`config.mk`:
```
export PLATFORM = sky130hd
export DESIGN_NAME = planar_packbits_decoder_unit
export DESIGN_NICKNAME = d
export VERILOG_FILES = /design/src/design/ppd_pkg.sv /design/src/design/ppd_run_clip.sv /design/src/design/ppd_out_skid.sv /design/src/design/planar_packbits_decoder_unit.sv
export SDC_FILE = /design/constraint.sdc
export NUM_CORES = 1
export LEC_CHECK = 0
export ABC_AREA = 1
export BUFFER_PORTS_ARGS = -buffer_cell sky130_fd_sc_hd__buf_4
export CORE_ASPECT_RATIO = 0.5
export CORE_MARGIN = 2
export CORE_UTILIZATION = 53
export CTS_BUF_LIST = sky130_fd_sc_hd__clkbuf_4
export DETAILED_ROUTE_END_ITERATION = 12
export PLACE_DENSITY = 0.72
export SYNTH_ARGS = -nofsm -noshare
export SYNTH_HDL_FRONTEND = slang
export SYNTH_SLANG_ARGS = --single-unit
```
`constraint.sdc`:
```
create_clock -name clk -period 8.6 [get_ports clk]
set_input_delay 0.86 -clock clk [delete_from_list [all_inputs] [get_ports clk]]
set_output_delay 0.86 -clock clk [all_outputs]
set_load 0.03 [all_outputs]
```
`src/design/ppd_pkg.sv`:
```
// Shared types and constants for the planar PackBits decoder.
// Used by ppd_run_clip, ppd_out_skid and planar_packbits_decoder_unit.
`timescale 1ns / 1ps

package ppd_pkg;

  // Configuration register indexes.
  localparam logic [1:0] CFG_PIXEL_COUNT = 2'd0;
  localparam logic [1:0] CFG_PLANE_COUNT = 2'd1;
  localparam logic [1:0] CFG_RAW_MODE    = 2'd2;

  localparam int CFG_DATA_W  = 25;
  localparam int START_PIX_W = 24;

  // Register values after reset.
  localparam logic [24:0] PIXEL_COUNT_RST = 25'd1;
  localparam logic [4:0]  PLANE_COUNT_RST = 5'd3;

  // PackBits header codes.
  localparam logic [7:0] HDR_NOOP = 8'd128;

  // One run result as it leaves the block.
  typedef struct packed {
    logic [1:0]             channel;
    logic [START_PIX_W-1:0] start_pixel;
    logic [7:0]             value;
    logic [7:0]             repeat_res;
    logic                   plane_end;
    logic                   image_end;
    logic                   overrun;
  } result_t;

endpackage

```
`src/design/ppd_run_clip.sv`:
```
// Clips one run against the current plane and works out the next position and plane.
// Depends on ppd_pkg for result_t.
`timescale 1ns / 1ps

module ppd_run_clip #(
  parameter int DECODED_PLANES = 4,
  parameter int POSITION_BITS  = 24
) (
  input  logic [24:0]                                   pixel_count,
  input  logic [4:0]                                    plane_count,
  input  logic [((POSITION_BITS < 25) ? POSITION_BITS : 25)-1:0] pixel_pos,
  input  logic [1:0]                                    plane,
  input  logic [7:0]                                    value,
  input  logic [7:0]                                    run_len,
  input  logic                                          more_pending,
  output ppd_pkg::result_t                              res,
  output logic [((POSITION_BITS < 25) ? POSITION_BITS : 25)-1:0] pixel_pos_nxt,
  output logic [1:0]                                    plane_nxt
);

  localparam int PW = (POSITION_BITS < 25) ? POSITION_BITS : 25;
  localparam int EW = (POSITION_BITS < 25) ? POSITION_BITS + 1 : 25;
  localparam logic [25:0] CAP = (POSITION_BITS < 25) ? (26'd1 << POSITION_BITS)
                                                     : {1'b1, 25'd0};
  localparam logic [2:0] MAX_PLANES = 3'(DECODED_PLANES);

  logic [25:0]   pc_ext;
  logic [25:0]   eff_ext;
  logic [EW-1:0] eff_pix;
  logic [EW-1:0] pos_ext;
  logic [EW-1:0] rem;
  logic [7:0]    take;
  logic          pend;
  logic [2:0]    eff_planes;
  logic          iend;
  logic [31:0]   pos_wide;

  assign pc_ext  = {1'b0, pixel_count};
  assign eff_ext = (pixel_count == '0) ? 26'd1 : ((pc_ext > CAP) ? CAP : pc_ext);
  assign eff_pix = eff_ext[EW-1:0];
  assign pos_ext = EW'(pixel_pos);

  // A position already past a lowered pixel count leaves room for one pixel only.
  assign rem  = (pos_ext < eff_pix) ? (eff_pix - pos_ext) : EW'(1);
  assign take = (EW'(run_len) < rem) ? run_len : rem[7:0];
  assign pend = (EW'(take) == rem);

  assign eff_planes = (plane_count == '0) ? 3'd1
                    : ((plane_count > 5'(MAX_PLANES)) ? MAX_PLANES : plane_count[2:0]);
  assign iend = pend && ((3'(plane) + 3'd1) >= eff_planes);

  assign pos_wide = 32'(pixel_pos);

  always_comb begin
    res.channel     = plane;
    res.start_pixel = pos_wide[ppd_pkg::START_PIX_W-1:0];
    res.value       = value;
    res.repeat_res  = take;
    res.plane_end   = pend;
    res.image_end   = iend;
    res.overrun     = (run_len > take) || (pend && more_pending);
  end

  assign pixel_pos_nxt = pend ? '0 : PW'(pos_ext + EW'(take));
  assign plane_nxt     = (pend && !iend) ? (plane + 2'd1) : plane;

endmodule

```
`src/design/ppd_out_skid.sv`:
```
// Result register with one skid entry, so input beats keep flowing while a result waits.
// Depends on ppd_pkg for result_t.
`timescale 1ns / 1ps

module ppd_out_skid (
  input  logic             clk,
  input  logic             rst_n,
  input  logic             push,
  input  ppd_pkg::result_t push_res,
  output logic             space,
  output logic             out_valid,
  input  logic             out_ready,
  output ppd_pkg::result_t out_res
);

  logic             out_valid_r, out_valid_nxt;
  logic             skid_valid_r, skid_valid_nxt;
  ppd_pkg::result_t out_res_r, out_res_nxt;
  ppd_pkg::result_t skid_res_r, skid_res_nxt;
  logic             drain;

  assign drain     = out_valid_r && out_ready;
  assign space     = !skid_valid_r;
  assign out_valid = out_valid_r;
  assign out_res   = out_res_r;

  always_comb begin
    out_valid_nxt  = out_valid_r;
    skid_valid_nxt = skid_valid_r;
    out_res_nxt    = out_res_r;
    skid_res_nxt   = skid_res_r;
    if (skid_valid_r) begin
      if (drain) begin
        out_res_nxt    = skid_res_r;
        skid_valid_nxt = 1'b0;
      end
    end else if (push) begin
      if (!out_valid_r || drain) begin
        out_res_nxt   = push_res;
        out_valid_nxt = 1'b1;
      end else begin
        skid_res_nxt   = push_res;
        skid_valid_nxt = 1'b1;
      end
    end else if (drain) begin
      out_valid_nxt = 1'b0;
    end
  end

  always_ff @(posedge clk) begin
    if (!rst_n) begin
      out_valid_r  <= 1'b0;
      skid_valid_r <= 1'b0;
    end else begin
      out_valid_r  <= out_valid_nxt;
      skid_valid_r <= skid_valid_nxt;
    end
  end

  always_ff @(posedge clk) begin
    out_res_r  <= out_res_nxt;
    skid_res_r <= skid_res_nxt;
  end

endmodule

```
`src/design/planar_packbits_decoder_unit.sv`:
```
// Channel   Direction  Handshake              Beat carries
// in_       input      in_valid / in_ready    one byte of the image data stream
// out_      output     out_valid / out_ready  one run: channel, start, value, length, flags
// cfg_      input      cfg_we                 register index and write data
//
// One byte is taken per cycle while in_ready is high; the header parse and run
// clipping sit between the input and a result register, so each result is registered.
// A result register plus one skid entry decouple the sides: in_ready drops only
// when both are full. Reset is synchronous, clears run state and reloads config registers.
// Depends on ppd_pkg, ppd_run_clip and ppd_out_skid.
`timescale 1ns / 1ps

module planar_packbits_decoder_unit #(
  parameter int DECODED_PLANES = 4,
  parameter int POSITION_BITS  = 24
) (
  input  logic                              clk,
  input  logic                              rst_n,
  input  logic                              in_valid,
  output logic                              in_ready,
  input  logic [7:0]                        in_data_byte,
  output logic                              out_valid,
  input  logic                              out_ready,
  output logic [1:0]                        out_channel,
  output logic [ppd_pkg::START_PIX_W-1:0]   out_start_pixel,
  output logic [7:0]                        out_value,
  output logic [7:0]                        out_repeat_res,
  output logic                              out_plane_end,
  output logic                              out_image_end,
  output logic                              out_overrun,
  input  logic                              cfg_we,
  input  logic [1:0]                        cfg_index,
  input  logic [ppd_pkg::CFG_DATA_W-1:0]    cfg_wdata
);

  localparam int PW = (POSITION_BITS < 25) ? POSITION_BITS : 25;

  localparam logic [1:0] PH_HEADER  = 2'd0;
  localparam logic [1:0] PH_LITERAL = 2'd1;
  localparam logic [1:0] PH_REPEAT  = 2'd2;
  localparam logic [1:0] PH_SKIP    = 2'd3;

  logic [24:0]   pixel_count_r;
  logic [4:0]    plane_count_r;
  logic          raw_mode_r;

  logic [1:0]    phase_r, phase_nxt;
  logic [7:0]    literal_left_r, literal_left_nxt;
  logic [7:0]    run_length_r, run_length_nxt;
  logic [PW-1:0] pixel_pos_r, pixel_pos_nxt;
  logic [1:0]    plane_r, plane_nxt;
  logic          finished_r, finished_nxt;

  logic          accept;
  logic          push;
  logic [7:0]    run_len;
  logic          more_pending;
  logic [7:0]    lit_eff;
  logic [7:0]    lit_dec;
  logic [PW-1:0] clip_pos_nxt;
  logic [1:0]    clip_plane_nxt;
  logic          space;

  ppd_pkg::result_t clip_res;
  ppd_pkg::result_t out_res;

  assign in_ready = space;
  assign accept   = in_valid && in_ready;

  // A literal counter of zero is read as one so a run always moves on.
  assign lit_eff = (literal_left_r == '0) ? 8'd1 : literal_left_r;
  assign lit_dec = lit_eff - 8'd1;

  always_comb begin
    push         = 1'b0;
    run_len      = 8'd1;
    more_pending = 1'b0;
    if (accept && !finished_r) begin
      if (raw_mode_r) begin
        push = 1'b1;
      end else begin
        case (phase_r)
          PH_LITERAL: begin
            push         = 1'b1;
            more_pending = (lit_eff > 8'd1);
          end
          PH_REPEAT: begin
            push    = 1'b1;
            run_len = (run_length_r == '0) ? 8'd1 : run_length_r;
          end
          default: push = 1'b0;
        endcase
      end
    end
  end

  ppd_run_clip #(
    .DECODED_PLANES (DECODED_PLANES),
    .POSITION_BITS  (POSITION_BITS)
  ) u_run_clip (
    .pixel_count   (pixel_count_r),
    .plane_count   (plane_count_r),
    .pixel_pos     (pixel_pos_r),
    .plane         (plane_r),
    .value         (in_data_byte),
    .run_len       (run_len),
    .more_pending  (more_pending),
    .res           (clip_res),
    .pixel_pos_nxt (clip_pos_nxt),
    .plane_nxt     (clip_plane_nxt)
  );

  always_comb begin
    phase_nxt        = phase_r;
    literal_left_nxt = literal_left_r;
    run_length_nxt   = run_length_r;
    pixel_pos_nxt    = pixel_pos_r;
    plane_nxt        = plane_r;
    finished_nxt     = finished_r;
    if (push) begin
      pixel_pos_nxt = clip_pos_nxt;
      plane_nxt     = clip_plane_nxt;
      finished_nxt  = clip_res.image_end;
    end
    if (accept && !finished_r) begin
      if (raw_mode_r) begin
        phase_nxt        = PH_HEADER;
        literal_left_nxt = '0;
        run_length_nxt   = '0;
      end else begin
        case (phase_r)
          PH_HEADER: begin
            if (in_data_byte < ppd_pkg::HDR_NOOP) begin
              literal_left_nxt = in_data_byte + 8'd1;
              phase_nxt        = PH_LITERAL;
            end else if (in_data_byte > ppd_pkg::HDR_NOOP) begin
              run_length_nxt = (~in_data_byte) + 8'd2;
              phase_nxt      = PH_REPEAT;
            end
          end
          PH_LITERAL: begin
            literal_left_nxt = lit_dec;
            if (lit_dec == '0) begin
              phase_nxt = PH_HEADER;
            end else if (clip_res.plane_end) begin
              phase_nxt = PH_SKIP;
            end
          end
          PH_REPEAT: begin
            run_length_nxt = '0;
            phase_nxt      = PH_HEADER;
          end
          default: begin
            // Rest of a literal run that spilled past the plane end.
            if (literal_left_r != '0) begin
              literal_left_nxt = literal_left_r - 8'd1;
            end
            if (literal_left_r <= 8'd1) begin
              phase_nxt = PH_HEADER;
            end
          end
        endcase
      end
    end
  end

  always_ff @(posedge clk) begin
    if (!rst_n) begin
      phase_r        <= PH_HEADER;
      literal_left_r <= '0;
      run_length_r   <= '0;
      pixel_pos_r    <= '0;
      plane_r        <= '0;
      finished_r     <= 1'b0;
    end else begin
      phase_r        <= phase_nxt;
      literal_left_r <= literal_left_nxt;
      run_length_r   <= run_length_nxt;
      pixel_pos_r    <= pixel_pos_nxt;
      plane_r        <= plane_nxt;
      finished_r     <= finished_nxt;
    end
  end

  always_ff @(posedge clk) begin
    if (!rst_n) begin
      pixel_count_r <= ppd_pkg::PIXEL_COUNT_RST;
      plane_count_r <= ppd_pkg::PLANE_COUNT_RST;
      raw_mode_r    <= 1'b0;
    end else if (cfg_we) begin
      case (cfg_index)
        ppd_pkg::CFG_PIXEL_COUNT: pixel_count_r <= cfg_wdata[24:0];
        ppd_pkg::CFG_PLANE_COUNT: plane_count_r <= cfg_wdata[4:0];
        ppd_pkg::CFG_RAW_MODE:    raw_mode_r    <= cfg_wdata[0];
        default: ;
      endcase
    end
  end

  ppd_out_skid u_out_skid (
    .clk       (clk),
    .rst_n     (rst_n),
    .push      (push),
    .push_res  (clip_res),
    .space     (space),
    .out_valid (out_valid),
    .out_ready (out_ready),
    .out_res   (out_res)
  );

  assign out_channel     = out_res.channel;
  assign out_start_pixel = out_res.start_pixel;
  assign out_value       = out_res.value;
  assign out_repeat_res  = out_res.repeat_res;
  assign out_plane_end   = out_res.plane_end;
  assign out_image_end   = out_res.image_end;
  assign out_overrun     = out_res.overrun;

  // Once the image is complete no further run may be produced.
  a_no_run_after_end: assert property (@(posedge clk) disable iff (!rst_n)
    finished_r |-> !push)
    else $error("run produced after image end");

  // The skip phase is only ever held with bytes of the literal run still to drop.
  a_skip_has_bytes: assert property (@(posedge clk) disable iff (!rst_n)
    (phase_r == PH_SKIP) |-> (literal_left_r != '0))
    else $error("skip phase with empty literal counter");

  // A run that closes a plane restarts the position at pixel zero.
  a_plane_end_resets_pos: assert property (@(posedge clk) disable iff (!rst_n)
    (push && clip_res.plane_end) |=> (pixel_pos_r == '0))
    else $error("pixel position not cleared at plane end");

  // Output stays valid while a result is parked in the skid entry.
  a_skid_behind_out: assert property (@(posedge clk) disable iff (!rst_n)
    !in_ready |-> out_valid)
    else $error("skid entry full with result register empty");

endmodule
```
==> results.yml, run 1 <==
synth:
  synthesis.area_sq_mm: 0.01061
  yosysUniqueCellTypes: 56
  yosysTopAreaCell: "edfxtp_1"
  ys_ff_latch: 168
  synth_common_cells: "330 x nand2_1, 216 x inv_1, 109 x o21ai_0"
  synth_edf_count: 90
  syn_avg_cell_area_sq_um: 7.662
  ys.flop_type: "edfxtp_1"
  synth_top_area_share_pct: 25.47
  async_flop_share_pct: 0
  synth_cells: 1385
  syn_nets: 1493
  ys.warnings.count: 0
  yosys-top-cells-area: "edfxtp_1 25%, dfxtp_1 15%, nand2_1 12%"
  seq_area_frac_synth_pct: 40.18
  yosysMostFrequentCell: "nand2_1"
critical_path:
  cp_slowest_cell: "nor4_4"
  r2r_slack_ps: 730
  critPathMaxStageDelay_ps: 390
  arrival_ps: 8360
  worst-path-stages: 49
  timing.critical_path.buf_inv: 4
  cp-start-kind: "flop"
  timing.rr.start: "pixel_count_r[11]$_SDFFE_PN0P_"
  cp_max_fo: 31
  end_kind: "flop"
  worstSetupPathType: "flop to flop"
  rr_endpoint: "pixel_pos_r[22]$_SDFFE_PN0P_"
  worstRegToRegCells: 49
  critPathTopFamily: "simple AND/OR/NAND/NOR gates"
  required_ps: 9090
detailed_routing:
  drt_iter0_drc: 568
  wl_mm: 27.22
  routed_via_density: 5.275
  drc: 0
  first_pass_iters: 5
  antenna_left: 0
  routedWlPerCell_um: 15.66
  dr_total_vias: 9168
placed_design:
  dpl_worst_slack_ps: 558.2
  dp.cells: 1705
  place.gp.congestion: 0.9461
  place_area_sq_mm: 0.01146
  port-buffer-count: 86
  dpl.hpwl_mm: 20.87
timing:
  tns_ps: 0
  hold_viol: 0
  finalCritPeriodShare_pct: 91.50
  slew_violations: 0
  min_period_ps: 7869
  fin_skew_ps: 24.94
  setup_viol: 0
  tightest_slew_ps: 1200
  maxSlewHeadroom_pct: 19.90
  fmax_ghz: 0.1271
  worst_slack_ps: 731.4
  rsz0062_at_grt: "no"
die:
  initial_utilization_pct: 54.28
  die_y_um: 104.1
  dieWidth_um: 204.1
  dieArea_sq_mm: 0.02124
  rows: 36
  core-area_sq_mm: 0.01955
  pin_count: 87
global_route:
  antenna_found_initial: 0
  overflow: 0
  grt_pass1_vias: 8795
  grt_usage_pct: 26.02
  grt_pass1_wl_mm: 43.55
  grt_max_degree: 87
finish:
  finalNonFillerCells: 1738
  diodes: 0
  syn2layout_area_growth_pct: 10.80
  final_core_util_pct: 60.14
  drive_gt1_share_pct: 14.67
  final_area_sq_mm: 0.01176
  nets: 1567
clock_tree:
  clk_path_buf_depth: 2
  clkSlewWorstSetupHoldPaths_ps: 160
  cts_setup_buffers: 0
  cts-root-buf: "clkbuf_4"
  cts_buffers: 17
  htreeDepth: 4
  tritoncts: "yes"
  clkSinkCount: 168
  clk_latency_ps: 620
power:
  power.share.combinational_pct: 48.0
  seq_power_share_pct: 35.7
  ir_drop_v: 0.0002316
  p_int_w: 0.001556
  switching_share_pct: 45.21
  switchingPower_w: 0.001284
  leakagePower_nw: 5.185
  clkPwrFrac_pct: 16.3
  power_density_mw_per_mm2: 241.6
hold_path:
  hp-class: "input pin to flop"
  worstHoldStart: "in_data_byte[3]"
  hold_depth: 1
  hold_end: "u_out_skid.skid_res_r[14]$_DFFE_PP_"
flow_run:
  drv_cap: 0
status:
  outcome: "finished, final reports clean"
## power groups by stage
stage,clock (W),combinational (W),sequential [W]
finish,0.000463,0.00136,0.00101
global route,0.000503,0.00152,0.00103
detailed placement,0,0.00134,0.00103
global placement,0,0.00134,0.00103
CTS,0.000472,0.00135,0.00101
floorplan,0,0.000898,0.00112
## layout make-up
cell class / instances / area (sq um)
Clock buffer: 19 / 142.6
Clock inverter: 13 / 122.6
Fill cell: 1852 / 7791
Inverter: 229 / 868.3
Multi-Input combinational cell: 953 / 5350
Sequential cell: 168 / 4265
Tap cell: 266 / 332.8
Timing Repair Buffer: 89 / 668.1
Timing Repair inverter: 1 / 7.507
## registers in the layout, summed over array words and instances, names as in the netlist, 5 cells and up
register               count
literal_left_r             8
pixel_count_r             25
pixel_pos_r               24
plane_count_r              5
run_length_r               8
u_out_skid.out_res        45
u_out_skid.skid_res_r     45
## per-stage QoR
| step | total power [W] | hold WS [ps] |
|---|---|---|
| 5_1_grt | 0.003044 | 406.9 |
| 3_5_place_dp | 0.002373 | 450.4 |
| 4_1_cts | 0.002835 | 413.7 |
| 3_3_place_gp | 0.002362 | 441.7 |
| 2_1_floorplan | 0.002016 | 429.6 |
| 6_report | 0.002840 | 444.7 |
## worst reg2reg max path: cells and delay by family (launching register included)
kind | cells | cell delay, ps
compound gates | 7 | 970
buf+inv | 4 | 550
simple gates | 34 | 4860
fa+ha+maj | 4 | 1020
flops | 1 | 330
## per-layer routing
metal	GRT usage [%]	wire, um	part of all wire [%]	vias to the layer above
met2	43.39	12800	47	190
li1	-	-	-	4681
met5	0	0	0	-
met1	34.40	12930	48	4258
met4	8.075	473	1.7	0
met3	4.668	1016	3.7	39
## how the worst max path moves through the flow
stage	start	endpoint	slack [ps]
detailed placement	pixel_count_r[9]$_SDFFE_PN0P_	pixel_pos_r[22]$_SDFFE_PN0P_	560
global placement	pixel_count_r[9]$_SDFFE_PN0P_	pixel_pos_r[22]$_SDFFE_PN0P_	730
finish	pixel_count_r[11]$_SDFFE_PN0P_	pixel_pos_r[22]$_SDFFE_PN0P_	730
CTS	pixel_count_r[9]$_SDFFE_PN0P_	pixel_pos_r[22]$_SDFFE_PN0P_	510
global route	pixel_count_r[9]$_SDFFE_PN0P_	pixel_pos_r[22]$_SDFFE_PN0P_	7
floorplan	pixel_count_r[15]$_SDFFE_PN0P_	pixel_pos_r[22]$_SDFFE_PN0P_	2310
## cells by family (layout without fill, tap and decap cells)
logic type | after synthesis | count (layout) | synth area share [%]
compound gates | 234 | 234 | 12.36
xor+xnor | 26 | 26 | 2.146
fa+ha+maj | 68 | 68 | 8.159
buf+inv | 264 | 351 | 9.763
flops | 168 | 168 | 40.18
simple gates | 625 | 625 | 27.39
## cells in the final DEF (no fill, tap or decap), types with 4 or more instances in the layout
| cell | Yosys | layout |
|---|---|---|
| clkinvlp_4 | 0 | 5 |
| o21a_1 | 4 | 4 |
| xor2_1 | 16 | 16 |
| nand2_2 | 12 | 12 |
| xnor2_1 | 10 | 10 |
| ha_1 | 66 | 66 |
| nor2_4 | 9 | 11 |
| nand3_1 | 58 | 58 |
| buf_4 | 0 | 89 |
| o21bai_1 | 4 | 4 |
| o211ai_1 | 5 | 5 |
| nor2_1 | 104 | 102 |
| nor3_2 | 4 | 5 |
| nand4_1 | 18 | 18 |
| nand3b_1 | 7 | 7 |
| clkinv_1 | 4 | 4 |
| nand3_2 | 12 | 12 |
| o21ai_1 | 3 | 6 |
| nor2_2 | 25 | 25 |
| a211oi_1 | 6 | 6 |
| clkbuf_4 | 0 | 19 |
| o21ai_0 | 109 | 106 |
| a21oi_1 | 74 | 73 |
| dfxtp_1 | 78 | 77 |
| inv_2 | 8 | 8 |
| a31oi_1 | 7 | 7 |
| inv_1 | 216 | 215 |
| nor3_1 | 26 | 25 |
| edfxtp_1 | 90 | 90 |
| o221ai_1 | 5 | 5 |
| inv_6 | 1 | 4 |
| nand2_1 | 330 | 330 |
## timing repair
item | CTS | global route
hold buffers | 0 | 0
resized for setup | 0 | 9
endpoints found under the setup margin | 0 | 9
Power figures use the tool's default switching activity.
==> inputs of run 2 (changes only) <==
--- a/config.mk
+++ b/config.mk
@@ -12,7 +12,7 @@
 export CORE_UTILIZATION = 53
 export CTS_BUF_LIST = sky130_fd_sc_hd__clkbuf_4
 export DETAILED_ROUTE_END_ITERATION = 12
-export PLACE_DENSITY = 0.72
+export PLACE_DENSITY = 0.76
 export SYNTH_ARGS = -nofsm -noshare
 export SYNTH_HDL_FRONTEND = slang
 export SYNTH_SLANG_ARGS = --single-unit
==> run 2 against run 1 <==
Net effect:
- via count grew 0.98%
- first-iteration DRC count fell by 7.9%
- register-to-register slack better by 150 ps
- die area unchanged
- critical endpoint unchanged
- largest cell class unchanged
==> results.yml, run 2 (synthesis results as in run 1) <==
status:
  outcome: "finished, final reports clean"
global_route:
  grt_pass1_wl_mm: 43.99
  grt_max_degree: 87
  overflow: 0
  grt_usage_pct: 26.28
  antenna_found_initial: 0
  grt_pass1_vias: 8824
detailed_routing:
  routed_via_density: 5.315
  drt_iter0_drc: 523
  first_pass_iters: 5
  wl_mm: 27.44
  routedWlPerCell_um: 15.75
  antenna_left: 0
  dr_total_vias: 9258
  drc: 0
finish:
  diodes: 0
  multiInputGateArea_sq_mm: 0.005363
  ff_latch_area_sq_mm: 0.004265
  syn2layout_area_growth_pct: 11.59
  drive_gt1_share_pct: 14.91
  finalNonFillerCells: 1742
  final_area_sq_mm: 0.01184
  mostFrequentLayoutCell: "nand2_1"
  nets: 1571
  final_cell_mix: "329 x nand2_1, 215 x inv_1, 109 x o21ai_0"
  n_fill_cell: 1791
  final_core_util_pct: 60.57
clock_tree:
  clk_latency_ps: 620
  cts_buffers: 17
  clkSlewWorstSetupHoldPaths_ps: 160
  clk_path_buf_depth: 2
  tritoncts: "yes"
  cts-root-buf: "clkbuf_4"
  htreeDepth: 4
  clkSinkCount: 168
  cts_setup_buffers: 0
power:
  seq_power_share_pct: 34.8
  power_density_mw_per_mm2: 245.4
  switching_share_pct: 44.53
  clkPwrFrac_pct: 17.9
  power.share.combinational_pct: 47.3
  switchingPower_w: 0.001294
  power_w: 0.002906
  ir_drop_v: 0.0002026
  leakagePower_nw: 5.226
  p_int_w: 0.001612
critical_path:
  arrival_ps: 8190
  end_kind: "flop"
  timing.critical_path.buf_inv: 4
  cp-start-kind: "flop"
  setup.worst_path.start: "pixel_count_r[10]$_SDFFE_PN0P_"
  worstSetupPathType: "flop to flop"
  cp_slowest_cell: "nor4_4"
  timing.rr.start: "pixel_count_r[10]$_SDFFE_PN0P_"
  critPathMaxStageDelay_ps: 390
  cp_common_cell: "nor2_1"
  critPathTopFamily: "simple AND/OR/NAND/NOR gates"
  cp_max_fo: 16
  required_ps: 9080
timing:
  fin_skew_ps: 22.42
  tightest_slew_ps: 1148
  min_period_ps: 7718
  fmax_ghz: 0.1296
  setup_viol: 0
  maxSlewHeadroom_pct: 23.40
  hold_viol: 0
  worst_slack_ps: 882.3
  slew_violations: 0
  finalCritPeriodShare_pct: 89.74
die:
  die_y_um: 104.1
  dieArea_sq_mm: 0.02124
  core-area_sq_mm: 0.01955
  initial_utilization_pct: 54.28
  dieWidth_um: 204.1
  rows: 36
  pin_count: 87
placed_design:
  place_area_sq_mm: 0.01147
  dpl.hpwl_mm: 20.85
  dpl_worst_slack_ps: 501.2
  port-buffer-count: 86
  place.gp.congestion: 0.9189
  dp.cells: 1707
flow_run:
  drv_cap: 0
hold_path:
  worstHoldStart: "in_data_byte[3]"
  hp-class: "input pin to flop"
-- run 2: cell count changes in the layout (fill, tap and decap cells not counted), moves of 2 or more --
cell | before | now
bufinv_16 | 1 | 3
o21ai_1 | 6 | 3
buf_4 | 89 | 91
o21ai_0 | 106 | 109
inv_6 | 4 | 6
clkbuf_4 | 19 | 17
-- run 2: final cells by class --
class	count	area share [%]
clock inverter	15	1.574
timing repair inverter	2	0.1268
timing repair buffer	91	5.769
sequential	168	36.02
tap	266	2.811
multi-input combinational	954	45.29
clock buffer	17	1.078
inverter	229	7.333
-- run 2: power by group through the flow --
stage	Combinational, W	Clock [W]	Sequential (W)
after global placement	0.00133	0	0.00103
after detailed placement	0.00134	0	0.00103
after floorplan	0.000898	0	0.00112
final	0.00137	0.000521	0.00101
after CTS	0.00135	0.000533	0.00101
after global routing	0.00153	0.000564	0.00102
-- run 2: metrics by stage --
stage | TNS [ps] | hold slack, ps
after detailed placement | 0 | 439.9
final | 0 | 436.4
after global routing | -8.777 | 391.1
after floorplan | 0 | 429.6
after global placement | 0 | 438.2
after CTS | 0 | 399.2
-- run 2: per-layer routing --
metal	vias to the layer above	global-route usage, %	wire, um
met4	0	9.058	594
met2	223	43.83	12910
met1	4301	34.67	12750
met3	42	4.292	1185
li1	4692	-	-
met5	-	0	0
-- run 2: timing repair --
item,CTS,global route
hold buffers,0,0
setup endpoints to repair,0,10
gates resized for setup,0,8
-- run 2: worst register-to-register path: cells and delay by family (launching register included) --
family	cells	cell delay, ps
and+or+nand+nor	29	4140
DFF	1	330
AOI/OAI and AO/OA	10	1620
adders and majority gates	4	1000
buffers and inverters	4	480
-- run 2: final timing paths --
path	to	slack, ps	cells past startpoint
min reg2reg	u_out_skid.skid_res_r[41]$_DFFE_PP_	470	0
min	u_out_skid.skid_res_r[14]$_DFFE_PP_	440	1
max	pixel_pos_r[22]$_SDFFE_PN0P_	880	47
max reg2reg	pixel_pos_r[22]$_SDFFE_PN0P_	880	47
==> inputs of run 3 (changes only) <==
--- a/config.mk
+++ b/config.mk
@@ -10,9 +10,9 @@
 export CORE_ASPECT_RATIO = 0.5
 export CORE_MARGIN = 2
 export CORE_UTILIZATION = 53
-export CTS_BUF_LIST = sky130_fd_sc_hd__clkbuf_4
+export CTS_BUF_LIST = sky130_fd_sc_hd__clkbuf_8
 export DETAILED_ROUTE_END_ITERATION = 12
-export PLACE_DENSITY = 0.76
+export PLACE_DENSITY = 0.72
 export SYNTH_ARGS = -nofsm -noshare
 export SYNTH_HDL_FRONTEND = slang
 export SYNTH_SLANG_ARGS = --single-unit
==> run 3 against run 2 <==
Net effect:
- clock power increased by 6.1%
- sequential cell count unchanged
- critical path type unchanged
- maximum frequency decreased by 1.1%
- non-clock buffer count decreased by 2
- setup slack got worse by 88 ps
- largest cell class unchanged
==> results.yml, run 3 (synthesis results as in run 1) <==
finish:
  drive_gt1_share_pct: 14.54
  mostFrequentLayoutCell: "nand2_1"
  n_fill_cell: 1845
  ff_latch_area_sq_mm: 0.004265
  final_cell_mix: "330 x nand2_1, 217 x inv_1, 107 x o21ai_0"
  final_area_sq_mm: 0.01186
  multiInputGateArea_sq_mm: 0.005350
  nets: 1567
  diodes: 0
  syn2layout_area_growth_pct: 11.73
  finalNonFillerCells: 1738
  final_core_util_pct: 60.65
status:
  outcome: "finished, final reports clean"
critical_path:
  cp-start-kind: "flop"
  timing.rr.start: "pixel_count_r[9]$_SDFFE_PN0P_"
  worstRegToRegCells: 49
  end_kind: "flop"
  critPathMaxStageDelay_ps: 400
  worstSetupPathType: "flop to flop"
  required_ps: 8950
  cp_max_fo: 31
  rr_endpoint: "pixel_pos_r[22]$_SDFFE_PN0P_"
  arrival_ps: 8150
  cp_slowest_cell: "nor4_4"
  r2r_slack_ps: 790
placed_design:
  place.gp.congestion: 0.9461
  place_area_sq_mm: 0.01146
  port-buffer-count: 86
  dp.cells: 1705
  dpl.hpwl_mm: 20.87
timing:
  fin_skew_ps: 14.48
  fmax_ghz: 0.1281
  min_period_ps: 7806
  slew_violations: 0
  rsz0062_at_grt: "no"
  hold_viol: 0
  maxSlewHeadroom_pct: 20.56
  finalCritPeriodShare_pct: 90.77
  setup_viol: 0
  tns_ps: 0
  tightest_slew_ps: 1190
global_route:
  grt_usage_pct: 25.97
  grt_pass1_vias: 8773
  antenna_found_initial: 0
  grt_pass1_wl_mm: 43.51
  overflow: 0
  grt_max_degree: 87
die:
  core-area_sq_mm: 0.01955
  die_y_um: 104.1
  dieArea_sq_mm: 0.02124
  initial_utilization_pct: 54.28
  rows: 36
  pin_count: 87
  dieWidth_um: 204.1
detailed_routing:
  drt_iter0_drc: 543
  drc: 0
  first_pass_iters: 5
  dr_total_vias: 9199
  antenna_left: 0
  wl_mm: 27.17
  routedWlPerCell_um: 15.63
  routed_via_density: 5.293
power:
  power_w: 0.002930
  power.share.combinational_pct: 46.6
  leakagePower_nw: 5.231
  switching_share_pct: 44.29
  seq_power_share_pct: 34.6
  power_density_mw_per_mm2: 247.1
  clkPwrFrac_pct: 18.9
  switchingPower_w: 0.001298
  p_int_w: 0.001633
  ir_drop_v: 0.0002312
clock_tree:
  cts_setup_buffers: 0
  cts_buffers: 17
  clkSlewWorstSetupHoldPaths_ps: 100
  tritoncts: "yes"
  clkSinkCount: 168
  cts-root-buf: "clkbuf_8"
  clk_path_buf_depth: 2
  clk_latency_ps: 490
  htreeDepth: 4
hold_path:
  hold_depth: 2
  worstHoldStart: "finished_r$_SDFFE_PN0P_"
  hp-class: "flop to flop"
  hold_end: "finished_r$_SDFFE_PN0P_"
flow_run:
  drv_cap: 0
==> run 3: worst max-delay path by stage <==
stage                                               from                      endpoint  slack [ps]  cells after the start
after floorplan           pixel_count_r[15]$_SDFFE_PN0P_  pixel_pos_r[22]$_SDFFE_PN0P_        2310                     51
after detailed placement   pixel_count_r[9]$_SDFFE_PN0P_  pixel_pos_r[22]$_SDFFE_PN0P_         560                     46
after CTS                  pixel_count_r[9]$_SDFFE_PN0P_  pixel_pos_r[22]$_SDFFE_PN0P_         520                     46
after global placement     pixel_count_r[9]$_SDFFE_PN0P_  pixel_pos_r[22]$_SDFFE_PN0P_         730                     47
after global routing       pixel_count_r[9]$_SDFFE_PN0P_  pixel_pos_r[22]$_SDFFE_PN0P_          30                     50
final                      pixel_count_r[9]$_SDFFE_PN0P_  pixel_pos_r[22]$_SDFFE_PN0P_         790                     49
==> run 3: routing by layer <==
layer	wire, um	up-vias	GRT usage, %
met5	0	-	0
met4	554	0	8.333
met3	1059	38	4.292
met2	12720	191	43.46
met1	12840	4290	34.32
li1	-	4680	-
==> run 3: stage by stage <==
step | hold WS, ps | setup WS, ps
after floorplan | 429.6 | 2306
after global placement | 441.7 | 730.2
after detailed placement | 450.4 | 558.2
after CTS | 464.6 | 522.4
after global routing | 485.5 | 27.44
final | 464.9 | 794.0
==> run 3: critical path, delay by kind of cell, from the launching register on <==
| kind | cells | cell delay, ps |
|---|---|---|
| and+or+nand+nor | 34 | 4840 |
| adders and majority gates | 4 | 1020 |
| AOI/OAI and AO/OA | 7 | 970 |
| buffers and inverters | 4 | 530 |
| DFF | 1 | 310 |
==> run 3: power groups by stage <==
stage / Clock [W] / Combinational (W) / Sequential, W
after floorplan: 0 / 0.000898 / 0.00112
after global placement: 0 / 0.00134 / 0.00103
after detailed placement: 0 / 0.00134 / 0.00103
after CTS: 0.000561 / 0.00135 / 0.00101
after global routing: 0.000591 / 0.00152 / 0.00103
final: 0.000553 / 0.00136 / 0.00101
==> run 3: area by class of cell <==
class	instances	area share, %
well taps	266	2.807
clock buffers	17	1.973
flip-flops and latches	168	35.98
repair buffers	89	5.635
repair inverters	1	0.06332
clock inverters	15	1.098
inverters	229	7.324
multi-input cells	953	45.12
==> run 3: timing repair <==
| item | CTS | global route |
|---|---|---|
| gates resized for setup | 0 | 8 |
| setup endpoints to repair | 0 | 9 |
| hold buffers | 0 | 0 |
| endpoints found under the hold margin | 0 | 0 |
